File: config.mk
export PLATFORM = sky130hd
export DESIGN_NAME = wsds_cell
export DESIGN_NICKNAME = d
export VERILOG_FILES = /design/src/hw/rtl/wsds_pkg.sv /design/src/hw/rtl/wsds_cell.sv
export SDC_FILE = /design/constraint.sdc
export NUM_CORES = 1
export LEC_CHECK = 0
export BUFFER_PORTS_ARGS = -buffer_cell sky130_fd_sc_hd__buf_2
export CORE_MARGIN = 2
export CORE_UTILIZATION = 45
export CTS_CLUSTER_SIZE = 24
export DETAILED_ROUTE_END_ITERATION = 10
export GPL_TIMING_DRIVEN = 0
export PLACE_DENSITY_LB_ADDON = 0.15
export SLEW_MARGIN = 20
export SYNTH_ARGS = -nofsm -noshare
export SYNTH_HDL_FRONTEND = slang
export SYNTH_SLANG_ARGS = --single-unit
File: constraint.sdc
create_clock -name clk_i -period 6.4 [get_ports clk_i]
set_input_delay 1.28 -clock clk_i [delete_from_list [all_inputs] [get_ports clk_i]]
set_output_delay 1.28 -clock clk_i [all_outputs]
set_load 0.02 [all_outputs]
File: src/hw/rtl/wsds_pkg.sv
`timescale 1ns / 1ps
package wsds_pkg;

  localparam int CAPACITY = 64;
  localparam int CNT_W    = $clog2(CAPACITY + 1);

  localparam int TAG_W   = 16;
  localparam int M1_W    = 11;
  localparam int M2_W    = 11;
  localparam int M3_W    = 9;
  localparam int WGT_W   = 16;
  localparam int SCORE_W = 17;
  localparam int RANK_W  = 6;

  // widest product is weight x 11-bit mark; three of them need two more bits
  localparam int PROD_W = WGT_W + M1_W;
  localparam int SUM_W  = PROD_W + 2;

  localparam logic [SCORE_W-1:0] SCORE_MAX = '1;

  localparam logic [WGT_W-1:0] WEIGHT_FIRST_RST  = 16'd1787;
  localparam logic [WGT_W-1:0] WEIGHT_SECOND_RST = 16'd2383;
  localparam logic [WGT_W-1:0] WEIGHT_THIRD_RST  = 16'd4915;

  typedef enum logic [1:0] {
    REG_WEIGHT_FIRST  = 2'd0,
    REG_WEIGHT_SECOND = 2'd1,
    REG_WEIGHT_THIRD  = 2'd2
  } reg_idx_e;

  typedef struct packed {
    logic [TAG_W-1:0]   tag;
    logic [SCORE_W-1:0] score;
  } rec_t;

  typedef struct packed {
    logic               valid;
    logic [SCORE_W-1:0] score;
    logic [TAG_W-1:0]   tag;
  } entry_t;

  typedef struct packed {
    logic insert;
    logic shift;
  } cell_ctrl_t;

endpackage

File: src/hw/rtl/wsds_cell.sv
`timescale 1ns / 1ps
module wsds_cell (
  input  logic                 clk_i,
  input  logic                 rst_ni,
  input  wsds_pkg::cell_ctrl_t ctrl_i,
  input  wsds_pkg::rec_t       new_i,
  input  logic                 prev_keep_i,
  input  wsds_pkg::entry_t     prev_i,
  input  wsds_pkg::entry_t     next_i,
  output logic                 keep_o,
  output wsds_pkg::entry_t     ent_o
);
  import wsds_pkg::*;

  logic               valid_q, valid_d;
  logic [SCORE_W-1:0] score_q, score_d;
  logic [TAG_W-1:0]   tag_q, tag_d;

  // equal scores stay put, so earlier records keep the better rank
  assign keep_o = valid_q && (score_q >= new_i.score);

  always_comb begin
    valid_d = valid_q;
    score_d = score_q;
    tag_d   = tag_q;
    if (ctrl_i.shift) begin
      valid_d = next_i.valid;
      score_d = next_i.score;
      tag_d   = next_i.tag;
    end else if (ctrl_i.insert && !keep_o) begin
      if (prev_keep_i) begin
        valid_d = 1'b1;
        score_d = new_i.score;
        tag_d   = new_i.tag;
      end else begin
        valid_d = prev_i.valid;
        score_d = prev_i.score;
        tag_d   = prev_i.tag;
      end
    end
  end

  always_ff @(posedge clk_i or negedge rst_ni) begin
    if (!rst_ni) begin
      valid_q <= 1'b0;
    end else begin
      valid_q <= valid_d;
    end
  end

  always_ff @(posedge clk_i) begin
    score_q <= score_d;
    tag_q   <= tag_d;
  end

  assign ent_o.valid = valid_q;
  assign ent_o.score = score_q;
  assign ent_o.tag   = tag_q;

endmodule

==> results.sh <==
export IMPL_hold_path_depth=2
export IMPL_drc=0
export IMPL_wire_length_of_the_first_global_routing_pass_um=8230
export IMPL_cts_max_level=2
export IMPL_final_hold_violation_count=0
export IMPL_timing_hold_ws_ps=585
export IMPL_synth_yosys_seq_area_share_pct=46.5
export IMPL_ys_ff_latch=34
export IMPL_worst_slew_pin_tran_ps=480
export IMPL_timing_setup_tns_ps=0
export IMPL_slew_headroom_pct=68.0
export IMPL_setup_reg_to_reg_worst_slack_ps=3980
export IMPL_timing_critical_path_max_delay_family="compound AO/OA/AOI/OAI gates"
export IMPL_worst_hold_path_endpoint="valid_q$_DFFE_PN0P_"
export IMPL_cts_inserted_buffers=5
export IMPL_placeableCoreArea_um2=4690
export IMPL_cp_start_kind="input port"
export IMPL_number_of_antenna_violations_at_the_first_check_in_global_routing=0
export IMPL_drt_iter0_markers=81
export IMPL_cts_sinks=34
export IMPL_grt_start_max_net_pins=24
export IMPL_overflow=0
export IMPL_yosysWarningCount=0
export IMPL_critPathSlowestCell="a2111oi_4"
export IMPL_timing_worst_setup_path_type="input port to primary output"
export IMPL_syn_area_um2=2190
export IMPL_yosys_area_top_type="edfxtp_1"
export IMPL_route_final_wire_length_um=5440
export IMPL_clk_pin_slew_ps=70
export IMPL_detail_route_vias_per_cell=4.95
export IMPL_crit_reg2reg_launch="score_q[14]$_DFFE_PP_"
export IMPL_most_common_cell_type_on_the_critical_path="buf_2"
export IMPL_max_cap_violations=0
export IMPL_power_per_cell_area_nw_per_um2=222
export IMPL_num_antenna_cells=0
export IMPL_die_area_um2=5430
export IMPL_crit_reg2reg_capture="score_q[1]$_DFFE_PP_"
export IMPL_crit_path_cell_trace="buf_2 > inv_1 > ha_1 > a21o_1 > a21oi_2 > nor2b_1 > a2111oi_4 > a21boi_0 > buf_2"
export IMPL_ys_top_cells_by_count="nand2_1 (37), o21ai_0 (37), edfxtp_1 (33), mux2i_1 (33), inv_1 (18)"
export IMPL_rsz0062_at_grt="no"
export IMPL_die_height_um=73.7
export IMPL_worst_min_path_class="flip-flop to flip-flop"
export IMPL_cts_repair_resized=0
export IMPL_synthTopCellsByArea="edfxtp_1 (45%), mux2i_1 (15%), ha_1 (9.7%)"
export IMPL_path_max_fanout=3
export IMPL_worst_skew_pair_late_latency_ps=290
export IMPL_tritoncts="yes"
export IMPL_final_util_pct=65.7
export IMPL_synth_edf_count=33
export IMPL_syn_nets=338
export IMPL_run_status="complete, no violations"
export IMPL_asyncSetResetFlopFracSynth_pct=2.94
export IMPL_clockBufferDepth=2
export IMPL_reg2regPathDepth=7
export IMPL_min_period_over_period_pct=63.2
export IMPL_finish_instance_area_um2=3080
export IMPL_wire_per_inst_um=13.1
export IMPL_synthToLayoutAreaGrowth_pct=41.0
export IMPL_vias=2058
export IMPL_post_synth_cell_area_avg_um2=10.2
export IMPL_power_leakage_nw=1.63
export IMPL_fin_crit_ps=4040
export IMPL_finalSetupViolations=0
export IMPL_cts_hold_buffers_added=0
export IMPL_io_pins=141
export IMPL_worst_hold_startpoint="valid_q$_DFFE_PN0P_"
export IMPL_worst_ep_required_time_ps=5120
export IMPL_die_width_um=73.7
export IMPL_timing_critical_path_slowest_cell_delay_ps=370
export IMPL_ys_dominant_reg_cell="edfxtp_1"
export IMPL_dp_hpwl_um=4330
export IMPL_rows=25
export IMPL_final_nets=484
export IMPL_synth_cell_types=23
export IMPL_grt_pass1_vias=1923
export IMPL_total_global_route_track_usage_pct=20.0
export IMPL_ctsRootBufferMaster="clkbuf_8"
export IMPL_synth_top_area_share_pct=45.3
export IMPL_max_vdd_ir_drop_v=0.000124
export IMPL_crit_buf_inv=3
export IMPL_cts_post_setup_buffers_inserted=0
export IMPL_finalClockSkew_ps=4.78
export IMPL_max_freq_mhz=247
export IMPL_placed_cell_area_um2=2970
export IMPL_drtPass1Iterations=4
export IMPL_arrival_ps=2760
export IMPL_maxSlewViolCount=0
export IMPL_drt_antenna_violating_nets=0
export IMPL_crit_end_element="primary output"
export IMPL_routabilityCongestion=0.735
export IMPL_floorplan_initialDensity_pct=46.6
export IMPL_fraction_of_final_layout_cells_sized_beyond_drive_strength_1_pct=43.4
export IMPL_post_synth_inst_count=215
export IMPL_io_buffer_count=138
==> metal layers <==
metal  up-vias  track usage, %  part of all wire [%]  routed length, µm
met3        12            6.58                   8.4                456
met4         0            8.28                   1.4                 77
li1       1057               -                     -                  -
met2        96            34.5                    48               2640
met1       893            22.6                    42               2270
met5         -               0                     0                  0
==> sequential cells by signal (all words and copies together) (netlist names) <==
| name | cells |
|---|---|
| score_q | 17 |
| tag_q | 16 |
| valid_q | 1 |
==> logic make-up (layout without fill, tap and decap cells) <==
group	Yosys count	after routing	synth area share, %
AO/OA/AOI/OAI	51	51	13.8
adder cells (fa/ha/maj)	17	17	9.73
buffers and inverters	31	178	5.84
flip-flops	34	34	46.5
multiplexers	33	33	15.1
AND/OR/NAND/NOR	49	49	9.10
==> final cells by class <==
class	instances	area, µm²
Buffer	13	60.1
Clock buffer	5	68.8
Clock inverter	3	40.0
Fill cell	400	1610
Inverter	18	67.6
Multi-Input combinational cell	150	1040
Sequential cell	34	1020
Tap cell	54	67.6
Timing Repair Buffer	139	718
==> through the flow <==
step	instances	worst slack (ps)	power (mW)
floorplan	215	2520	0.412
global placement	407	2120	0.488
detailed placement	408	2350	0.496
CTS	416	2340	0.692
global route	416	2240	0.723
finish	416	2360	0.685
==> worst max-delay path by stage <==
stage                               endpoint  depth (start not counted)  startpoint  slack [ps]
after floorplan                       keep_o                          6   new_i[15]        2520
after global placement    tag_q[8]$_DFFE_PP_                          8   new_i[14]        2120
after detailed placement              keep_o                          9   new_i[14]        2350
after CTS                             keep_o                          9   new_i[14]        2340
after global routing                  keep_o                          9   new_i[14]        2240
final                                 keep_o                          9   new_i[14]        2360
==> where the power goes <==
group / switching, mW / internal, mW
Sequential: 0.0113 / 0.281
Combinational: 0.112 / 0.0847
Clock: 0.0816 / 0.115
==> cells in the final DEF, fill, tap and decap left out, types with 2 or more instances in the layout <==
cell	netlist	final
inv_1	18	18
clkbuf_8	0	5
buf_2	6	144
nand2b_1	2	2
edfxtp_1	33	33
a21oi_1	5	5
o21ai_0	37	37
nand3_1	2	2
ha_1	17	17
mux2i_1	33	33
nand4_1	2	2
nand2_1	37	37
nor2_1	5	5
clkbuf_1	6	6
a21o_1	3	3
clkinv_2	0	2
==> tightest hold or removal path: stages, from the launching register on <==
cell	delay [ps]
dfrtp_1	410
nand2b_1	80
a32oi_1	50
Note: power is estimated with default switching activity, not from simulation.
