### src/hw/rtl/wsds_pkg.sv
`timescale 1ns / 1ps
package wsds_pkg;

  localparam int CAPACITY = 64;
  localparam int CNT_W    = $clog2(CAPACITY + 1);

  localparam int TAG_W   = 16;
  localparam int M1_W    = 11;
  localparam int M2_W    = 11;
  localparam int M3_W    = 9;
  localparam int WGT_W   = 16;
  localparam int SCORE_W = 17;
  localparam int RANK_W  = 6;

  // widest product is weight x 11-bit mark; three of them need two more bits
  localparam int PROD_W = WGT_W + M1_W;
  localparam int SUM_W  = PROD_W + 2;

  localparam logic [SCORE_W-1:0] SCORE_MAX = '1;

  localparam logic [WGT_W-1:0] WEIGHT_FIRST_RST  = 16'd1787;
  localparam logic [WGT_W-1:0] WEIGHT_SECOND_RST = 16'd2383;
  localparam logic [WGT_W-1:0] WEIGHT_THIRD_RST  = 16'd4915;

  typedef enum logic [1:0] {
    REG_WEIGHT_FIRST  = 2'd0,
    REG_WEIGHT_SECOND = 2'd1,
    REG_WEIGHT_THIRD  = 2'd2
  } reg_idx_e;

  typedef struct packed {
    logic [TAG_W-1:0]   tag;
    logic [SCORE_W-1:0] score;
  } rec_t;

  typedef struct packed {
    logic               valid;
    logic [SCORE_W-1:0] score;
    logic [TAG_W-1:0]   tag;
  } entry_t;

  typedef struct packed {
    logic insert;
    logic shift;
  } cell_ctrl_t;

endpackage

### src/hw/rtl/wsds_score.sv
`timescale 1ns / 1ps
module wsds_score (
  input  logic                        clk_i,
  input  logic                        rst_ni,
  input  logic                        valid_i,
  input  logic                        final_i,
  input  logic [wsds_pkg::TAG_W-1:0]  tag_i,
  input  logic [wsds_pkg::M1_W-1:0]   first_mark_i,
  input  logic [wsds_pkg::M2_W-1:0]   second_mark_i,
  input  logic [wsds_pkg::M3_W-1:0]   third_mark_i,
  input  logic [wsds_pkg::WGT_W-1:0]  weight_first_i,
  input  logic [wsds_pkg::WGT_W-1:0]  weight_second_i,
  input  logic [wsds_pkg::WGT_W-1:0]  weight_third_i,
  output logic                        valid_o,
  output logic                        final_o,
  output wsds_pkg::rec_t              rec_o
);
  import wsds_pkg::*;

  logic                 v1_q, fin1_q;
  logic [TAG_W-1:0]     tag1_q;
  logic [PROD_W-1:0]    prod1_q, prod2_q, prod3_q;
  logic [PROD_W-1:0]    prod1_d, prod2_d, prod3_d;

  logic                 v2_q, fin2_q;
  rec_t                 rec2_q, rec2_d;
  logic [SUM_W-1:0]     sum;
  logic [SUM_W-9:0]     shifted;

  assign prod1_d = PROD_W'(weight_first_i) * PROD_W'(first_mark_i);
  assign prod2_d = PROD_W'(weight_second_i) * PROD_W'(second_mark_i);
  assign prod3_d = PROD_W'(weight_third_i) * PROD_W'(third_mark_i);

  assign sum     = SUM_W'(prod1_q) + SUM_W'(prod2_q) + SUM_W'(prod3_q);
  assign shifted = sum[SUM_W-1:8];

  always_comb begin
    rec2_d.tag   = tag1_q;
    rec2_d.score = (|shifted[SUM_W-9:SCORE_W]) ? SCORE_MAX : shifted[SCORE_W-1:0];
  end

  always_ff @(posedge clk_i or negedge rst_ni) begin
    if (!rst_ni) begin
      v1_q <= 1'b0;
      v2_q <= 1'b0;
    end else begin
      v1_q <= valid_i;
      v2_q <= v1_q;
    end
  end

  always_ff @(posedge clk_i) begin
    fin1_q  <= final_i;
    tag1_q  <= tag_i;
    prod1_q <= prod1_d;
    prod2_q <= prod2_d;
    prod3_q <= prod3_d;
    fin2_q  <= fin1_q;
    rec2_q  <= rec2_d;
  end

  assign valid_o = v2_q;
  assign final_o = fin2_q;
  assign rec_o   = rec2_q;

endmodule

### config.mk
export PLATFORM = sky130hd
export DESIGN_NAME = wsds_score
export DESIGN_NICKNAME = d
export VERILOG_FILES = /design/src/hw/rtl/wsds_pkg.sv /design/src/hw/rtl/wsds_score.sv
export SDC_FILE = /design/constraint.sdc
export NUM_CORES = 1
export LEC_CHECK = 0
export BUFFER_PORTS_ARGS = -buffer_cell sky130_fd_sc_hd__buf_4
export CAP_MARGIN = 15
export CORE_MARGIN = 2
export CORE_UTILIZATION = 43
export DETAILED_ROUTE_END_ITERATION = 16
export GPL_TIMING_DRIVEN = 0
export HOLD_SLACK_MARGIN = 0.05
export PLACE_DENSITY_LB_ADDON = 0.1
export SLEW_MARGIN = 20
export SYNTH_ARGS = -nofsm -noshare
export SYNTH_HDL_FRONTEND = slang
export SYNTH_SLANG_ARGS = --single-unit
### constraint.sdc
create_clock -name clk_i -period 8.8 [get_ports clk_i]
set_clock_uncertainty 0.1 [all_clocks]
set_input_delay 0.44 -clock clk_i [delete_from_list [all_inputs] [get_ports clk_i]]
set_output_delay 0.44 -clock clk_i [all_outputs]
set_load 0.05 [all_outputs]
==> flow_summary.toml, run 1 <==
[final_layout]
final_cells = 2909
drive_gt1_frac = 0.07236
regArea_um2 = 2653
syn_to_final_growth_pct = 12.89
nets = 2970
nFillCells = 4448
multi_input_area_um2 = 15130

[yosys]
yosysWarnings = 0
yosysTopAreaCell = "fa_1"
syn_inst = 2131
synth_area_per_cell_um2 = 9.221
synth_area_leaders = "fa_1, dfxtp_1, ha_1, inv_1, and2_1"
synth_top_area_frac = 0.3800
ys_seq_elements = 132
syn_nets = 2806
synth_edf_count = 0
synthMostInstantiatedCell = "inv_1"
synth_top_flop_cell = "dfxtp_1"
syn_area_um2 = 19650
yosysUniqueCellTypes = 53
async_flop_share = 0.01515
ys_seq_area_frac = 0.1350
synthTopCellsByCount = "inv_1, fa_1, nand2_1"

[floorplanning]
die_x_um = 217.8
start_util = 0.4339
dieArea_um2 = 47420
row_count = 78
core_um2 = 45280
chipHeight_um = 217.8
io_pins = 134

[grt]
grt_pass1_vias = 15739
grt-ovfl-total = 0
gr-usage-all-layers = 0.2109
grt_first_pass_wirelength_um = 79200
grt_max_degree = 17
grt_antenna_before_repair = 2

[clock_network]
clkLatencyLatePin_ns = 0.43
clk_pin_slew_ns = 0.06
cts.htree.levels = 4
clock-sinks = 132
cts_tree = "yes"
cts_buffers = 17
clk_path_buf_depth = 2
cts_root_buffer = "clkbuf_16"

[pwr]
pwr_density_cell_nw_per_um2 = 371.5
power_leakage_nw = 11.09
peakVddDrop_mv = 0.2456

[sta]
setup_tns_ns = 0
slew_headroom = 0.5821
max_freq_mhz = 164.8
finalHoldViolCount = 0
fin_crit_sh = 0.6897
slew_violations = 0
timing.final.crit_period_ns = 6.069
whs_ns = 0.1385
rsz0062_at_grt = "no"
tightestPinTransition_ns = 0.6269
setup_viol = 0

[routing]
dr.max_layer_used = "met4"
drt_first_iter_violations = 601
route.met2.wl_um = 22580
wl_um = 46290
viasPerCell = 4.916
routedWlPerCell_um = 15.91
route.detailed.drc = 0
num_vias = 14302
wl_met3_um = 1645
ant_nets = 0
drt-met1-wl_um = 21250
dr.pass1.iters = 5

[worst_setup_path]
path_max_fanout = 10
crit_required_ns = 9.06
cp_top_family = "adder cells"
path_buf_inv = 5
critPathKind = "input pin to flip-flop"
endpoint_kind = "flip-flop"
arrival_ns = 6.33
startpoint_type = "input pin"
max_stage_delay_ns = 0.56
cpMostUsedCell = "fa_1"
slowest_stage = "fa_1"
path_cells = "buf_4, clkbuf_1, nand2_1, fa_1, fa_1, fa_1, inv_1, fa_1, inv_1, fa_1, inv_1, ha_1, a211o_1, nor3_1, o41ai_2, o311a_1, o311ai_2, o311ai_1, a21oi_1, xor2_1"

[placement]
place_inst = 2857
port_buffers = 126
detailed_place_hpwl_um = 39330
gp_routability_congestion = 0.8584

[min_path]
holdCritPathClass = "input pin to flip-flop"

[run]
drv_cap = 0

[outcome]
status = "finished, final reports clean"
worst paths after layout:
check | start | endpoint | slack (ns) | depth (start not counted)
setup / recovery | second_mark_i[3] | prod2_q[26] | 2.73 | 20
hold / removal | weight_first_i[0] | prod1_q[0] | 0.14 | 2
setup reg to reg | prod3_q[6] | rec_o[1] | 5.03 | 11
hold reg to reg | tag1_q[15] | rec_o[32] | 0.23 | 0
max in group asynchronous | rst_ni | v1_q | 8.28 | 2
min in group asynchronous | rst_ni | valid_o | 0.23 | 2
cell families (layout without fill, tap and decap cells):
family                     Yosys count  after routing  synth area share
and+or+nand+nor                    658            658            0.1637
adders and majority gates          576            576            0.5093
AOI/OAI and AO/OA                  200            200           0.06673
other                                0              1                 0
xor gates and xnor gates            68             68           0.03031
DFF                                132            132            0.1350
buffers and inverters              497            674           0.09500
area by class of cell:
type / count / share of cell area
timing repair buffer: 145 / 0.05121
buffer: 73 / 0.01241
tap: 600 / 0.03384
antenna: 1 / 0.0001128
multi-input combinational: 1502 / 0.6821
sequential: 132 / 0.1196
clock inverter: 15 / 0.009870
inverter: 424 / 0.07174
clock buffer: 17 / 0.01918
per-layer routing:
layer | global-route usage | vias up
met3 | 0.02427 | 45
met1 | 0.2818 | 7219
li1 | - | 6782
met2 | 0.3643 | 256
met5 | 0 | -
met4 | 0.05374 | 0
what timing repair did:
item                      in CTS  in global routing
hold buffers                  19                  0
setup buffers                  0                  0
gates resized for setup        0                  0
hold endpoints to repair      20                  0
power breakdown:
part / internal (mW) / switching [mW]
Clock: 0.483 / 0.291
Combinational: 2.74 / 3.71
Sequential: 0.883 / 0.129
Total: 4.11 / 4.13
stage by stage:
stage	utilization	power (mW)	area [um^2]	setup slack, ns
2_1_floorplan	-	5.931	19650	3.238
3_3_place_gp	0.4714	7.423	21350	2.322
3_5_place_dp	0.4714	7.467	21350	2.310
4_1_cts	0.4898	8.340	22180	2.725
5_1_grt	0.4898	9.280	22180	2.387
6_report	0.4899	8.241	22180	2.731
state kept, by name (all words and copies together), names as in the netlist:
register	count
fin1_q	1
prod3_q	25
prod2_q	27
rec_o	33
tag1_q	16
final_o	1
prod1_q	27
v1_q	1
valid_o	1
layout by cell type (no fill, tap or decap), drive strengths merged, types with 13 or more instances in the layout:
master | Yosys | final
nand2b | 15 | 15
xor2 | 19 | 19
clkbuf | 72 | 89
a21o | 19 | 19
o21a | 19 | 19
ha | 203 | 203
nor2 | 48 | 48
xnor2 | 49 | 49
buf | 1 | 127
fa | 373 | 373
nor3 | 13 | 13
a21oi | 60 | 60
dfxtp | 130 | 130
nand2 | 302 | 302
dlygate4sd3 | 0 | 19
inv | 424 | 431
and2 | 239 | 239
o21ai | 42 | 42
Power figures use the tool's default switching activity.
==> inputs of run 2 (changes only) <==
Clock period 8.8 ns to 4.9 ns, I/O delays scaled along.
==> flow_summary.toml, run 2 (synthesis gave the netlist of run 1 again) <==
[worst_setup_path]
critPathKind = "input pin to flip-flop"
max_stage_delay_ns = 0.57
cpMostUsedCell = "fa_1"
path_max_fanout = 7
arrival_ns = 5.32
path_cells = "buf_12, clkbuf_16, nand2_4, fa_1, fa_1, fa_1, inv_2, fa_1, inv_2, fa_1, inv_2, ha_4, a211o_1, nor3_4, o41ai_4, o311a_1, o311ai_4, o311ai_1, a21oi_1, xor2_1"
path_buf_inv = 5
ff2ff_setup_slack_ns = 1.28
slowest_stage = "fa_1"
crit_required_ns = 5.14
startpoint_type = "input pin"
endpoint_kind = "flip-flop"
cp_top_family = "adder cells"

[final_layout]
nets = 3009
layout.cells.most_common = "inv_1"
syn_to_final_growth_pct = 21.01
finalInstanceArea_um2 = 23780
final_cell_mix = "inv_1, fa_1, nand2_1, and2_1, ha_1"
final_cells = 2948
drive_gt1_frac = 0.1598
largest_reg_flops = 33
nFillCells = 4279

[floorplanning]
core_um2 = 45280
io_pins = 134
dieArea_um2 = 47420
chipHeight_um = 217.8
start_util = 0.4339
die_x_um = 217.8
row_count = 78

[routing]
drt_first_iter_violations = 518
route.detailed.drc = 0
wl_um = 47470
routedWlPerCell_um = 16.10
dr.pass1.iters = 5
num_vias = 14489
viasPerCell = 4.915
ant_nets = 0

[placement]
detailed_place_hpwl_um = 39230
place_area_um2 = 21590
place_inst = 2857
gp_routability_congestion = 0.8506
port_buffers = 126

[grt]
grt_antenna_before_repair = 1
grt_max_degree = 17
grt_pass1_vias = 15479
grt-ovfl-total = 0
grt_first_pass_wirelength_um = 79470
gr-usage-all-layers = 0.2129

[pwr]
combPwrFrac = 0.818
power_mw = 17.08
internal_power_mw = 8.693
switchingPower_mw = 8.386
pwr-share-seq = 0.106
pwr_density_cell_nw_per_um2 = 718.3
p_clk_frac = 0.076
swShare = 0.4910
power_leakage_nw = 11.77
peakVddDrop_mv = 0.4898

[clock_network]
cts_root_buffer = "clkbuf_16"
cts_tree = "yes"
clk_path_buf_depth = 2
cts_buffers = 17
clk_pin_slew_ns = 0.06
cts.htree.levels = 4
clock-sinks = 132
clkLatencyLatePin_ns = 0.43

[sta]
timing.final.crit_period_ns = 5.083
tightestPinTransition_ns = 0.5788
slew_violations = 0
setup_viol = 6
max_freq_mhz = 196.8
slew_headroom = 0.6141
whs_ns = 0.08433
finalHoldViolCount = 0
rsz0062_at_grt = "yes"
fin_ws_ns = -0.1826
fin_crit_sh = 1.037

[run]
drv_cap = 0

[outcome]
failed_checks = "negative setup slack"
status = "finished, violations left"

[min_path]
holdCritPathClass = "input pin to flip-flop"
==> run 2: power groups by stage <==
stage | logic [mW] | clock network (mW) | registers (mW)
global route | 15.8 | 1.40 | 1.86
CTS | 13.0 | 1.35 | 1.83
global placement | 11.8 | 0 | 1.84
detailed placement | 11.9 | 0 | 1.84
finish | 14.0 | 1.30 | 1.81
floorplan | 9.09 | 0 | 1.87
==> run 2: worst paths after layout <==
path	from	endpoint	cells after the start
hold / removal	weight_second_i[0]	prod2_q[0]	2
min in group asynchronous	rst_ni	v1_q	3
setup / recovery	second_mark_i[4]	prod2_q[26]	20
max in group asynchronous	rst_ni	valid_o	3
hold reg to reg	tag1_q[15]	rec_o[32]	0
setup reg to reg	prod3_q[6]	rec_o[14]	11
==> run 2: layer usage <==
metal,wire (um),up-vias,global-route usage
met3,1914,51,0.03013
met1,21870,7265,0.2894
li1,-,6873,-
met5,0,-,0
met2,22890,300,0.3624
met4,795,0,0.04490
==> run 2: worst reg2reg max path: stages (launching register included) <==
cell	delay, ns
dfxtp_1	0.39
fa_1	0.44
ha_1	0.30
a21o_1	0.16
a21oi_1	0.23
a21boi_1	0.12
o221ai_1	0.46
o21ai_2	0.27
a21oi_1	0.31
o211a_2	0.32
buf_2	0.28
nand2_1	0.11
==> run 2: metrics by stage <==
step           setup slack (ns)    util  setup TNS [ns]
2_1_floorplan           -0.1758       -         -0.6812
3_3_place_gp             -1.132  0.4767          -17.28
3_5_place_dp             -1.117  0.4767          -18.32
4_1_cts                 -0.1932  0.5110         -0.4650
5_1_grt                 -0.3342  0.5251          -1.765
6_report                -0.1826  0.5251         -0.6801
==> run 2: timing repair <==
item	4_1_cts	5_1_grt
cloned	0	1
endpoints found under the hold margin	21	0
endpoints found under the setup margin	20	21
hold buffers	21	0
setup buffers	37	32
pin swaps	48	84
resized for setup	109	129
==> run 2: layout make-up <==
cell class / instances / area [um^2] / share of cell area
Inverter: 424 / 1592 / 0.06693
Clock inverter: 15 / 186.4 / 0.007840
Multi-Input combinational cell: 1502 / 15740 / 0.6618
Clock buffer: 17 / 425.4 / 0.01789
Timing Repair Buffer: 216 / 1863 / 0.07835
Tap cell: 600 / 750.7 / 0.03157
Sequential cell: 132 / 2653 / 0.1115
Antenna cell: 1 / 2.502 / 0.0001052
Buffer: 41 / 570.5 / 0.02399
==> inputs of run 3 (changes only) <==
Clock period 4.9 ns to 6.1 ns, I/O delays scaled along.
==> flow_summary.toml, run 3 (synthesis gave the netlist of run 1 again) <==
[worst_setup_path]
endpoint_kind = "flip-flop"
path_cells = "buf_4, clkbuf_1, nand2_1, fa_1, fa_1, fa_1, inv_1, fa_1, inv_1, fa_1, inv_1, ha_1, a211o_1, nor3_1, o41ai_2, o311a_1, o311ai_2, o311ai_1, a21oi_1, xor2_1"
path_max_fanout = 10
critPathKind = "input pin to flip-flop"
path_buf_inv = 5
crit_required_ns = 6.36
max_stage_delay_ns = 0.56
cpMostUsedCell = "fa_1"
cp_top_family = "adder cells"
startpoint_type = "input pin"
slowest_stage = "fa_1"
arrival_ns = 6.03

[pwr]
power_leakage_nw = 11.10
pwr_density_cell_nw_per_um2 = 536.6
internal_power_mw = 5.930
pwr-share-seq = 0.123
combPwrFrac = 0.783
peakVddDrop_mv = 0.3545
swShare = 0.5013
power_mw = 11.89
p_clk_frac = 0.094
switchingPower_mw = 5.961

[final_layout]
syn_to_final_growth_pct = 12.76
finalInstanceArea_um2 = 22160
nets = 2956
drive_gt1_frac = 0.07541
largest_reg_flops = 33
final_util = 0.4893
layout.cells.most_common = "inv_1"
final_cells = 2895
final_cell_mix = "inv_1, fa_1, nand2_1, and2_1, ha_1"

[grt]
gr-usage-all-layers = 0.2109
grt_antenna_before_repair = 2
grt_first_pass_wirelength_um = 79230
grt_max_degree = 17
grt-ovfl-total = 0
grt_pass1_vias = 15763

[routing]
dr.pass1.iters = 5
route.detailed.drc = 0
ant_nets = 0
routedWlPerCell_um = 15.85
num_vias = 14238
drt_first_iter_violations = 631
wl_um = 45870
viasPerCell = 4.918

[floorplanning]
dieArea_um2 = 47420
start_util = 0.4339
io_pins = 134
core_um2 = 45280
die_x_um = 217.8
chipHeight_um = 217.8
row_count = 78

[placement]
detailed_place_hpwl_um = 39330
port_buffers = 126
place_area_um2 = 21350
pre_cts_slack_ns = -0.2545
gp_routability_congestion = 0.8584
place_inst = 2857

[clock_network]
clk_path_buf_depth = 2
clock-sinks = 132
cts.htree.levels = 4
clkLatencyLatePin_ns = 0.43
cts_tree = "yes"
cts_buffers = 17
cts_root_buffer = "clkbuf_16"
clk_pin_slew_ns = 0.06
post-cts-setup-buffers = 0

[sta]
fin_ws_ns = 0.3368
rsz0062_at_grt = "no"
slew_headroom = 0.6080
finalHoldViolCount = 0
slew_violations = 0
setup_viol = 0
max_freq_mhz = 173.5
timing.final.crit_period_ns = 5.763
tightestPinTransition_ns = 0.5880
fin_crit_sh = 0.9448

[min_path]
holdCritPathClass = "input pin to asynchronous set/reset pin"

[outcome]
status = "finished, final reports clean"

[run]
drv_cap = 0
-- run 3: cell count changes in the layout (fill, tap and decap cells not counted), sizes merged --
cell | before | now
inv | 432 | 431
bufinv | 2 | 4
clkinv | 3 | 2
buf | 210 | 127
clkbuf | 43 | 73
-- run 3: timing repair --
item,in CTS,in global routing
hold buffers,21,0
resized for setup,0,11
hold endpoints to repair,22,0
endpoints found under the setup margin,0,6
-- run 3: final timing paths --
path | start | to | slack (ns) | cells past startpoint
worst max-delay path | weight_second_i[2] | prod2_q[26] | 0.34 | 20
worst min-delay path | rst_ni | valid_o | 0.09 | 2
worst max register to register | prod3_q[6] | rec_o[1] | 2.33 | 11
worst min register to register | tag1_q[15] | rec_o[32] | 0.23 | 0
max in group asynchronous | rst_ni | v1_q | 5.72 | 2
min in group clk_i | tag1_q[15] | rec_o[32] | 0.23 | 0
-- run 3: area by class of cell --
type                    instances  area (um^2)
plain buffers                  57        221.5
inverters                     424         1592
fillers                      4457        23130
repair buffers                147         1156
clock inverters                15        219.0
diodes                          1        2.502
well taps                     600        750.7
flip-flops and latches        132         2653
multi-input cells            1502        15140
clock buffers                  17        425.4
-- run 3: power groups by stage --
| stage | registers [mW] | logic (mW) | clock network (mW) |
|---|---|---|---|
| 2_1_floorplan | 1.50 | 7.05 | 0 |
| 3_3_place_gp | 1.48 | 9.23 | 0 |
| 3_5_place_dp | 1.48 | 9.29 | 0 |
| 4_1_cts | 1.47 | 9.42 | 1.15 |
| 5_1_grt | 1.49 | 10.7 | 1.19 |
| 6_report | 1.46 | 9.32 | 1.12 |
-- run 3: per-layer routing --
metal,global-route usage,part of all wire,vias up
met5,0,0,-
met4,0.05442,0.017,0
met1,0.2815,0.46,7177
met2,0.3643,0.49,265
met3,0.02469,0.035,45
li1,-,-,6751
-- run 3: stage by stage --
step / TNS [ns] / hold slack (ns)
3_3_place_gp: -1.015 / -0.01329
3_5_place_dp: -0.8907 / -0.007949
4_1_cts: 0 / 0.06812
5_1_grt: 0 / 0.07910
6_report: 0 / 0.09402
2_1_floorplan: 0 / -0.09059
